**config.mk**
```make
export PLATFORM = sky130hd
export DESIGN_NAME = quotient_grid_cell_index_top
export DESIGN_NICKNAME = d
export VERILOG_FILES = /design/src/rtl/qgci_pkg.sv /design/src/rtl/quotient_grid_cell_index_top.sv /design/src/rtl/qgci_rem.sv
export SDC_FILE = /design/constraint.sdc
export NUM_CORES = 2
export LEC_CHECK = 0
export ABC_CLOCK_PERIOD_IN_PS = 57500
export BUFFER_PORTS_ARGS = -buffer_cell sky130_fd_sc_hd__buf_4
export CORE_UTILIZATION = 45
export DETAILED_ROUTE_END_ITERATION = 6
export GPL_ROUTABILITY_DRIVEN = 1
export SYNTH_ARGS = -nofsm -noshare
export SYNTH_HDL_FRONTEND = slang
export SYNTH_HIERARCHICAL = 1
export SYNTH_SLANG_ARGS = --single-unit
```
**constraint.sdc**
```tcl
create_clock -name clk_i -period 57.5 [get_ports clk_i]
set_input_delay 5.75 -clock clk_i [delete_from_list [all_inputs] [get_ports clk_i]]
set_output_delay 5.75 -clock clk_i [all_outputs]
set_load 0.01 [all_outputs]
```
**src/rtl/qgci_pkg.sv**
```systemverilog
// ----------------------------------------------------------------------------
// qgci_pkg: shared types and constants for the quotient grid cell index block
// Topology codes, the flag decode and the request sideband layout.
// ----------------------------------------------------------------------------
package qgci_pkg;

  // Configuration register indexes
  localparam logic [3:0] CFG_MODE   = 4'd0;
  localparam logic [3:0] CFG_COUNT  = 4'd1;
  localparam logic [3:0] CFG_WIDTH  = 4'd2;
  localparam logic [3:0] CFG_HEIGHT = 4'd3;

  // Topology codes that carry flags; every other code is a plain torus
  localparam logic [3:0] TOPO_ROW_A     = 4'd0;
  localparam logic [3:0] TOPO_ROW_B     = 4'd1;
  localparam logic [3:0] TOPO_HEX       = 4'd4;
  localparam logic [3:0] TOPO_KLEIN_A   = 4'd5;
  localparam logic [3:0] TOPO_KLEIN_HEX = 4'd6;
  localparam logic [3:0] TOPO_KLEIN_B   = 4'd9;
  localparam logic [3:0] TOPO_KLEIN_C   = 4'd10;

  // Plain torus codes
  localparam logic [3:0] TOPO_PLAIN_A = 4'd2;
  localparam logic [3:0] TOPO_PLAIN_B = 4'd3;
  localparam logic [3:0] TOPO_PLAIN_C = 4'd7;
  localparam logic [3:0] TOPO_PLAIN_D = 4'd8;

  // Reset values of the configuration registers
  localparam logic [3:0]  RST_MODE   = TOPO_ROW_A;
  localparam logic [15:0] RST_COUNT  = 16'd381;
  localparam logic [7:0]  RST_WIDTH  = 8'd12;
  localparam logic [7:0]  RST_HEIGHT = 8'd12;

  // ceil(2^19 / 3): exact quotient by three for magnitudes below 2^19
  localparam logic [17:0] RECIP3       = 18'd174763;
  localparam int unsigned RECIP3_SHIFT = 19;

  typedef struct packed {
    logic single;
    logic klein;
    logic weird;
  } topo_flags_t;

  // Sideband carried through the first remainder unit
  typedef struct packed {
    logic signed [15:0] x;
    logic signed [17:0] y;
  } unpack_side_t;

  function automatic topo_flags_t mode_flags(input logic [3:0] mode);
    topo_flags_t f;
    f = '0;
    case (mode)
      TOPO_ROW_A, TOPO_ROW_B:                   f.single = 1'b1;
      TOPO_HEX:                                 f.weird  = 1'b1;
      TOPO_KLEIN_A, TOPO_KLEIN_B, TOPO_KLEIN_C: f.klein  = 1'b1;
      TOPO_KLEIN_HEX: begin
        f.klein = 1'b1;
        f.weird = 1'b1;
      end
      default: f = '0;
    endcase
    return f;
  endfunction

endpackage

```
**src/rtl/quotient_grid_cell_index_top.sv**
```systemverilog
// ----------------------------------------------------------------------------
// quotient_grid_cell_index_top: packed grid vector to wrapped cell index
// Throughput one request per cycle; the whole pipeline holds while the
// output register is full and not taken, so ready follows the output side.
// Depth is set by the two remainder units (8 and 5 stages, 4 bits each).
// Reset clears all stage valids and loads the register defaults.
// ----------------------------------------------------------------------------
module quotient_grid_cell_index_top (
  input  logic               clk_i,
  input  logic               rst_ni,
  input  logic               in_valid_i,
  output logic               in_ready_o,
  input  logic signed [31:0] packed_vector_i,
  output logic               out_valid_o,
  input  logic               out_ready_i,
  output logic [15:0]        cell_index_o,
  output logic               mirrored_o,
  input  logic               cfg_valid_i,
  output logic               cfg_ready_o,
  input  logic [3:0]         cfg_index_i,
  input  logic [15:0]        cfg_data_i
);
  import qgci_pkg::*;

  logic [3:0]  mode_q;
  logic [15:0] count_q;
  logic [7:0]  width_q;
  logic [7:0]  height_q;
  logic [7:0]  w_eff;
  logic [7:0]  h_eff;
  topo_flags_t fl;
  logic        en;

  assign cfg_ready_o = 1'b1;

  always_ff @(posedge clk_i or negedge rst_ni) begin
    if (!rst_ni) begin
      mode_q   <= RST_MODE;
      count_q  <= RST_COUNT;
      width_q  <= RST_WIDTH;
      height_q <= RST_HEIGHT;
    end else if (cfg_valid_i) begin
      case (cfg_index_i)
        CFG_MODE:   mode_q   <= cfg_data_i[3:0];
        CFG_COUNT:  count_q  <= cfg_data_i;
        CFG_WIDTH:  width_q  <= cfg_data_i[7:0];
        CFG_HEIGHT: height_q <= cfg_data_i[7:0];
        default: ;
      endcase
    end
  end

  assign w_eff = (width_q == 8'd0) ? 8'd1 : width_q;
  assign h_eff = (height_q == 8'd0) ? 8'd1 : height_q;
  assign fl    = mode_flags(mode_q);

  logic        out_vld_q;
  logic [15:0] out_idx_q;
  logic        out_mir_q;

  // Advance everything whenever the output register can take a result
  assign en         = !out_vld_q || out_ready_i;
  assign in_ready_o = en;

  // Stage 0: capture the request
  logic               s0_vld_q;
  logic signed [31:0] s0_vec_q;

  always_ff @(posedge clk_i or negedge rst_ni) begin
    if (!rst_ni) s0_vld_q <= 1'b0;
    else if (en) s0_vld_q <= in_valid_i;
  end

  always_ff @(posedge clk_i) begin
    if (en) s0_vec_q <= packed_vector_i;
  end

  // Unpack and set up the first remainder (row modulus or Klein fold)
  logic signed [15:0] x0;
  logic signed [17:0] y0;
  logic [31:0]        d1_dvd;
  logic [15:0]        d1_dsr;
  logic               d1_neg;
  unpack_side_t       d1_side;

  always_comb begin
    logic [15:0] xabs;
    x0   = signed'({s0_vec_q[14], s0_vec_q[14:0]});
    y0   = signed'({s0_vec_q[31], s0_vec_q[31:15]} + {17'd0, s0_vec_q[14]});
    xabs = x0[15] ? 16'(-x0) : 16'(x0);
    if (fl.single) begin
      d1_dvd = s0_vec_q[31] ? 32'(-s0_vec_q) : 32'(s0_vec_q);
      d1_dsr = count_q;
      d1_neg = s0_vec_q[31];
    end else if (fl.klein) begin
      d1_dvd = {16'd0, xabs};
      d1_dsr = fl.weird ? {6'd0, w_eff, 2'b00} : {7'd0, w_eff, 1'b0};
      d1_neg = x0[15];
    end else begin
      d1_dvd = '0;
      d1_dsr = 16'd1;
      d1_neg = 1'b0;
    end
    d1_side.x = x0;
    d1_side.y = y0;
  end

  logic         r1_vld;
  logic [15:0]  r1_rem;
  logic [15:0]  r1_dsr;
  logic         r1_neg;
  unpack_side_t r1_side;

  qgci_rem #(
    .DW (32),
    .MW (16),
    .BPS(4),
    .PW ($bits(unpack_side_t))
  ) u_rem_fold (
    .clk_i  (clk_i),
    .rst_ni (rst_ni),
    .en_i   (en),
    .valid_i(s0_vld_q),
    .dvd_i  (d1_dvd),
    .dsr_i  (d1_dsr),
    .neg_i  (d1_neg),
    .side_i (d1_side),
    .valid_o(r1_vld),
    .rem_o  (r1_rem),
    .dsr_o  (r1_dsr),
    .neg_o  (r1_neg),
    .side_o (r1_side)
  );

  // Stage 1: fix the remainder sign, fold and mirror
  logic               s1_vld_q;
  logic signed [15:0] s1_x_q;
  logic signed [17:0] s1_y_q;
  logic               s1_mir_q;
  logic [15:0]        s1_idx_q;
  logic signed [15:0] s1_x_d;
  logic signed [17:0] s1_y_d;
  logic               s1_mir_d;
  logic [15:0]        s1_idx_d;

  always_comb begin
    logic [15:0] rc;
    rc       = (r1_neg && r1_rem != 16'd0) ? 16'(r1_dsr - r1_rem) : r1_rem;
    s1_idx_d = (count_q == 16'd0) ? 16'd0 : rc;
    s1_mir_d = 1'b0;
    if (fl.klein) begin
      if (fl.weird) s1_mir_d = (rc != 16'd0) && (rc <= {7'd0, w_eff, 1'b0});
      else          s1_mir_d = (rc >= {8'd0, w_eff});
    end
    s1_x_d = fl.klein ? signed'(rc) : r1_side.x;
    s1_y_d = s1_mir_d ? 18'(-r1_side.y) : r1_side.y;
  end

  always_ff @(posedge clk_i or negedge rst_ni) begin
    if (!rst_ni) s1_vld_q <= 1'b0;
    else if (en) s1_vld_q <= r1_vld;
  end

  always_ff @(posedge clk_i) begin
    if (en) begin
      s1_x_q   <= s1_x_d;
      s1_y_q   <= s1_y_d;
      s1_mir_q <= s1_mir_d;
      s1_idx_q <= s1_idx_d;
    end
  end

  // Stage 2: in the hex modes, y divided by three, truncating toward zero
  logic               s2_vld_q;
  logic signed [15:0] s2_x_q;
  logic signed [17:0] s2_y_q;
  logic               s2_mir_q;
  logic [15:0]        s2_idx_q;
  logic signed [17:0] s2_y_d;

  always_comb begin
    logic [16:0] yabs;
    logic [34:0] prod;
    logic [15:0] q;
    yabs = s1_y_q[17] ? 17'(-s1_y_q) : s1_y_q[16:0];
    prod = 35'(yabs) * 35'(RECIP3);
    q    = prod[RECIP3_SHIFT +: 16];
    if (fl.weird) s2_y_d = s1_y_q[17] ? 18'(-{2'b00, q}) : {2'b00, q};
    else          s2_y_d = s1_y_q;
  end

  always_ff @(posedge clk_i or negedge rst_ni) begin
    if (!rst_ni) s2_vld_q <= 1'b0;
    else if (en) s2_vld_q <= s1_vld_q;
  end

  always_ff @(posedge clk_i) begin
    if (en) begin
      s2_x_q   <= s1_x_q;
      s2_y_q   <= s2_y_d;
      s2_mir_q <= s1_mir_q;
      s2_idx_q <= s1_idx_q;
    end
  end

  // Stage 3: in the hex modes, x plus the parity of y divided by minus two; split off signs
  logic        s3_vld_q;
  logic [16:0] s3_xabs_q;
  logic        s3_xneg_q;
  logic [16:0] s3_yabs_q;
  logic        s3_yneg_q;
  logic        s3_mir_q;
  logic [15:0] s3_idx_q;
  logic [16:0] s3_xabs_d;
  logic        s3_xneg_d;

  always_comb begin
    logic signed [16:0] t;
    logic signed [16:0] xn;
    t = 17'(s2_x_q) + {16'd0, s2_y_q[0]};
    if (fl.weird) begin
      if (t[16]) xn = signed'(17'(-t) >> 1);
      else       xn = 17'(-(t >>> 1));
    end else begin
      xn = 17'(s2_x_q);
    end
    s3_xneg_d = xn[16];
    s3_xabs_d = xn[16] ? 17'(-xn) : 17'(xn);
  end

  always_ff @(posedge clk_i or negedge rst_ni) begin
    if (!rst_ni) s3_vld_q <= 1'b0;
    else if (en) s3_vld_q <= s2_vld_q;
  end

  always_ff @(posedge clk_i) begin
    if (en) begin
      s3_xabs_q <= s3_xabs_d;
      s3_xneg_q <= s3_xneg_d;
      s3_yabs_q <= s2_y_q[17] ? 17'(-s2_y_q) : s2_y_q[16:0];
      s3_yneg_q <= s2_y_q[17];
      s3_mir_q  <= s2_mir_q;
      s3_idx_q  <= s2_idx_q;
    end
  end

  // Wrap x by the width and y by the height side by side
  logic        rx_vld;
  logic [7:0]  rx_rem;
  logic [7:0]  rx_dsr;
  logic        rx_neg;
  logic [15:0] rx_idx;
  logic        ry_vld;
  logic [7:0]  ry_rem;
  logic [7:0]  ry_dsr;
  logic        ry_neg;
  logic        ry_mir;

  qgci_rem #(
    .DW (20),
    .MW (8),
    .BPS(4),
    .PW (16)
  ) u_rem_x (
    .clk_i  (clk_i),
    .rst_ni (rst_ni),
    .en_i   (en),
    .valid_i(s3_vld_q),
    .dvd_i  ({3'b000, s3_xabs_q}),
    .dsr_i  (w_eff),
    .neg_i  (s3_xneg_q),
    .side_i (s3_idx_q),
    .valid_o(rx_vld),
    .rem_o  (rx_rem),
    .dsr_o  (rx_dsr),
    .neg_o  (rx_neg),
    .side_o (rx_idx)
  );

  qgci_rem #(
    .DW (20),
    .MW (8),
    .BPS(4),
    .PW (1)
  ) u_rem_y (
    .clk_i  (clk_i),
    .rst_ni (rst_ni),
    .en_i   (en),
    .valid_i(s3_vld_q),
    .dvd_i  ({3'b000, s3_yabs_q}),
    .dsr_i  (h_eff),
    .neg_i  (s3_yneg_q),
    .side_i (s3_mir_q),
    .valid_o(ry_vld),
    .rem_o  (ry_rem),
    .dsr_o  (ry_dsr),
    .neg_o  (ry_neg),
    .side_o (ry_mir)
  );

  // Output stage: row-major index, or the row remainder in the row modes
  logic [15:0] out_idx_d;

  always_comb begin
    logic [7:0] xm;
    logic [7:0] ym;
    xm = (rx_neg && rx_rem != 8'd0) ? 8'(rx_dsr - rx_rem) : rx_rem;
    ym = (ry_neg && ry_rem != 8'd0) ? 8'(ry_dsr - ry_rem) : ry_rem;
    if (fl.single) out_idx_d = rx_idx;
    else           out_idx_d = 16'(16'(ym) * 16'(rx_dsr)) + {8'd0, xm};
  end

  always_ff @(posedge clk_i or negedge rst_ni) begin
    if (!rst_ni) out_vld_q <= 1'b0;
    else if (en) out_vld_q <= rx_vld && ry_vld;
  end

  always_ff @(posedge clk_i) begin
    if (en) begin
      out_idx_q <= out_idx_d;
      out_mir_q <= ry_mir;
    end
  end

  assign out_valid_o  = out_vld_q;
  assign cell_index_o = out_idx_q;
  assign mirrored_o   = out_mir_q;

endmodule

```
**src/rtl/qgci_rem.sv**
```systemverilog
// ----------------------------------------------------------------------------
// qgci_rem: pipelined unsigned remainder unit
// Restoring division, BPS quotient bits per stage, remainder only; the sign
// flag, divisor and sideband ride along with each request.
// ----------------------------------------------------------------------------
module qgci_rem #(
  parameter int unsigned DW  = 32,
  parameter int unsigned MW  = 16,
  parameter int unsigned BPS = 4,
  parameter int unsigned PW  = 1
) (
  input  logic          clk_i,
  input  logic          rst_ni,
  input  logic          en_i,
  input  logic          valid_i,
  input  logic [DW-1:0] dvd_i,
  input  logic [MW-1:0] dsr_i,
  input  logic          neg_i,
  input  logic [PW-1:0] side_i,
  output logic          valid_o,
  output logic [MW-1:0] rem_o,
  output logic [MW-1:0] dsr_o,
  output logic          neg_o,
  output logic [PW-1:0] side_o
);

  localparam int unsigned NS = DW / BPS;

  logic          vld_q  [NS];
  logic [MW-1:0] rem_q  [NS];
  logic [DW-1:0] dvd_q  [NS];
  logic [MW-1:0] dsr_q  [NS];
  logic          neg_q  [NS];
  logic [PW-1:0] side_q [NS];

  for (genvar s = 0; s < NS; s++) begin : g_stage
    logic          vld_in;
    logic [MW-1:0] rem_in;
    logic [DW-1:0] dvd_in;
    logic [MW-1:0] dsr_in;
    logic          neg_in;
    logic [PW-1:0] side_in;
    logic [MW-1:0] rem_d;
    logic [DW-1:0] dvd_d;

    if (s == 0) begin : g_first
      assign vld_in  = valid_i;
      assign rem_in  = '0;
      assign dvd_in  = dvd_i;
      assign dsr_in  = dsr_i;
      assign neg_in  = neg_i;
      assign side_in = side_i;
    end else begin : g_next
      assign vld_in  = vld_q[s-1];
      assign rem_in  = rem_q[s-1];
      assign dvd_in  = dvd_q[s-1];
      assign dsr_in  = dsr_q[s-1];
      assign neg_in  = neg_q[s-1];
      assign side_in = side_q[s-1];
    end

    always_comb begin : p_steps
      logic [MW:0]   t;
      logic [MW-1:0] r;
      logic [DW-1:0] a;
      r = rem_in;
      a = dvd_in;
      t = '0;
      for (int k = 0; k < BPS; k++) begin
        t = {r, a[DW-1]};
        a = {a[DW-2:0], 1'b0};
        if (t >= {1'b0, dsr_in}) t = t - {1'b0, dsr_in};
        r = t[MW-1:0];
      end
      rem_d = r;
      dvd_d = a;
    end

    always_ff @(posedge clk_i or negedge rst_ni) begin
      if (!rst_ni) begin
        vld_q[s] <= 1'b0;
      end else if (en_i) begin
        vld_q[s] <= vld_in;
      end
    end

    always_ff @(posedge clk_i) begin
      if (en_i) begin
        rem_q[s]  <= rem_d;
        dvd_q[s]  <= dvd_d;
        dsr_q[s]  <= dsr_in;
        neg_q[s]  <= neg_in;
        side_q[s] <= side_in;
      end
    end
  end

  assign valid_o = vld_q[NS-1];
  assign rem_o   = rem_q[NS-1];
  assign dsr_o   = dsr_q[NS-1];
  assign neg_o   = neg_q[NS-1];
  assign side_o  = side_q[NS-1];

endmodule

```
==> flow_summary.yaml <==
worst_setup_path:
  worstPathArrival_ps: 15760
  critical_path.most_common_cell: "o21ai_0"
  rrSetupSlack_ps: 42270
  cp.depth: 46
  crit_fanout: 25
  crit_type: "flip-flop to flip-flop"
  critPathMaxStageDelay_ps: 990
  cp_slowest_cell: "a311oi_4"
  path_buf_inv: 4
  worst_ep_required_time_ps: 58030
  crit_path_end_kind: "flip-flop"
  path_delay_family: "compound AO/OA/AOI/OAI gates"
  reg2reg_depth: 46
  start_kind: "flip-flop"
logic_synthesis:
  synth.ff_latch_count: 1246
  synth_edf_count: 1187
  netlist_instances: 9512
  synth_flop_cell: "edfxtp_1"
  async_reset_ff_share_pct: 4.74
  yosysUniqueCellTypes: 123
  yosysWarnings: 6
  syn_area_mm2: 0.0974
  postSynthAreaPerCell_um2: 10.2
  ys_seq_area_share_pct: 38.1
grt:
  busiest_layer: "met2"
  grt_pass1_vias: 70200
  grt_start_max_net_pins: 178
  grt_pass1_wl_mm: 379
  use_met2_pct: 35.9
  met3_usage_pct: 2.56
  grt_use_total_pct: 21.6
  grt_overflow: 0
  antenna_found_initial: 19
  grtUsageMet1_pct: 29.0
sta:
  fin_crit_sh_pct: 26.5
  post-route-min-period_ps: 15230
  max-slew-margin-rel_pct: 21.7
  fmax_ghz: 0.0657
  fin_ws_ps: 42270
  slew_viol_final: 0
  finalHoldViolations: 0
  clock_skew_ps: 26.3
  setup_viol: 0
  grt_setup_unrepaired: "no"
  worst-slew-pin-transition_ps: 1170
  finalSetupTns_ps: 0
hold_path:
  hp-class: "flip-flop to flip-flop"
  hold_depth: 0
placement:
  placedInstanceArea_mm2: 0.101
  dp_hpwl_mm: 188
  gp_congestion: 0.901
  pre_cts_slack_ps: 42360
  portBuffers: 75
floorplan:
  die-area_mm2: 0.218
  initial_core_util_pct: 45.3
  rows: 170
  ios: 77
  die_x_um: 467
  fp.dieH_um: 467
  coreArea_mm2: 0.215
route:
  vias_per_cell: 5.66
  drt_wl_total_mm: 239
  via_count: 71000
  drt_iter0_drc: 4391
  ant_nets: 0
  wire_per_inst_um: 19.0
  dr.pass1.iters: 6
  route.detailed.drc: 0
clocking:
  clk_pin_slew_worst_paths_ps: 60
  clock_latency_ps: 790
  h-tree-depth: 4
  max-clock-path-buffers: 3
  cts_tree: "done"
  post_cts_buffers: 0
  cts.sinks: 1246
  cts_root_buffer: "clkbuf_16"
  holdBufCountCts: 0
  cts_buffers: 140
  cts_resized: 0
outcome:
  status: "finished, final reports clean"
final_layout:
  finish.instance_area_mm2: 0.106
  num-nets-final: 10900
  drive_gt1_share_pct: 9.72
  post-route-util_pct: 49.2
  syn_to_final_growth_pct: 8.54
run:
  cap_viol_max_count: 0
layout make-up:
type                       instances  area [um^2]
antenna                            8         20.0
sequential                      1246        37100
timing repair buffer             134         1040
clock buffer                     169         3690
clock inverter                    89          945
multi-input combinational       7184        56000
tap                             2838         3550
fill                           19500       109000
inverter                         886         3330
layout by cell type, fill, tap and decap left out, drive strengths merged, types with 59 or more instances in the layout:
cell | synthesis | routed
nor2b | 171 | 171
inv | 886 | 901
o21a | 137 | 137
o21ai | 528 | 528
and2 | 79 | 79
buf | 92 | 134
nand2b | 97 | 97
o211ai | 59 | 59
edfxtp | 1187 | 1187
nand2 | 642 | 642
o21bai | 82 | 82
nor2 | 632 | 632
mux2 | 431 | 431
clkbuf | 112 | 169
fa | 198 | 198
xnor2 | 432 | 432
o31ai | 76 | 76
nand4 | 146 | 146
a21oi | 625 | 625
xor2 | 260 | 260
a211oi | 76 | 76
or3 | 67 | 67
mux2i | 118 | 118
nand3 | 166 | 166
a21o | 187 | 187
a31oi | 64 | 64
ha | 1022 | 1022
nor3 | 179 | 179
worst reg2reg max path, delay by kind of cell, from the launching register on:
family / cells / cell delay, ps
compound gates: 21 / 6670
mux: 3 / 1290
flops: 1 / 460
fa+ha+maj: 5 / 1330
simple gates: 13 / 4610
buf+inv: 4 / 660
state kept, by name, indices dropped and copies added, names as in the netlist, 18 cells and up:
| name | count |
|---|---|
| u_rem_x/dsr_q | 40 |
| u_rem_x/side_q | 80 |
| u_rem_x/rem_q | 40 |
| s1_y_q | 18 |
| u_rem_fold/dsr_q | 128 |
| u_rem_y/dvd_q | 40 |
| s0_vec_q | 32 |
| u_rem_fold/side_q | 272 |
| s2_y_q | 18 |
| u_rem_fold/dvd_q | 112 |
| u_rem_x/dvd_q | 40 |
| u_rem_y/dsr_q | 40 |
| u_rem_fold/rem_q | 128 |
| u_rem_y/rem_q | 40 |
Yosys cell counts, drive strengths merged, types with 79 or more instances:
cell	count	area, um^2
a21o	187	1400
a21oi	625	3150
and2	79	494
buf	92	588
clkbuf	112	422
edfxtp	1187	35600
fa	198	3960
ha	1022	12800
inv	886	3330
mux2	431	4910
mux2i	118	1220
nand2	642	2410
nand2b	97	607
nand3	166	831
nand4	146	935
nor2	632	2370
nor2b	171	1070
nor3	179	922
o21a	137	1030
o21ai	528	2670
o21bai	82	616
xnor2	432	3780
xor2	260	2280
metal layers:
metal  routed length, um  share of wire (%)
met1              110000                 46
met2              111000                 47
met3                9510                4.0
met4                8130                3.4
met5                  75              0.031
final timing paths:
| check | endpoint | start |
|---|---|---|
| min in group asynchronous | height_q[6] | rst_ni |
| max in group asynchronous | u_rem_y/g_stage[1].vld_in | rst_ni |
| min reg2reg | u_rem_x/side_q[0][51] | u_rem_x/side_q[0][35] |
| min | u_rem_x/side_q[0][51] | u_rem_x/side_q[0][35] |
| max reg2reg | u_rem_fold/rem_q[0][12] | s0_vec_q[2] |
| max | u_rem_fold/rem_q[0][12] | s0_vec_q[2] |
logic make-up after synthesis:
| family | Yosys count | share of synthesized area (%) |
|---|---|---|
| mux | 549 | 6.29 |
| buf+inv | 1090 | 4.45 |
| fa+ha+maj | 1220 | 17.2 |
| flops | 1246 | 38.1 |
| other cells | 2 | 0.00771 |
| simple gates | 2444 | 12.4 |
| xor+xnor | 692 | 6.22 |
| compound gates | 2269 | 15.4 |
through the flow:
step / hold slack [ps] / instances
floorplan: 400 / 9520
global placement: 400 / 12300
detailed placement: 405 / 12300
CTS: 408 / 12500
global route: 419 / 12600
finish: 408 / 12600
Power is not shown: default switching activity piles up to over one toggle a cycle in this logic, so the estimate is an artifact.
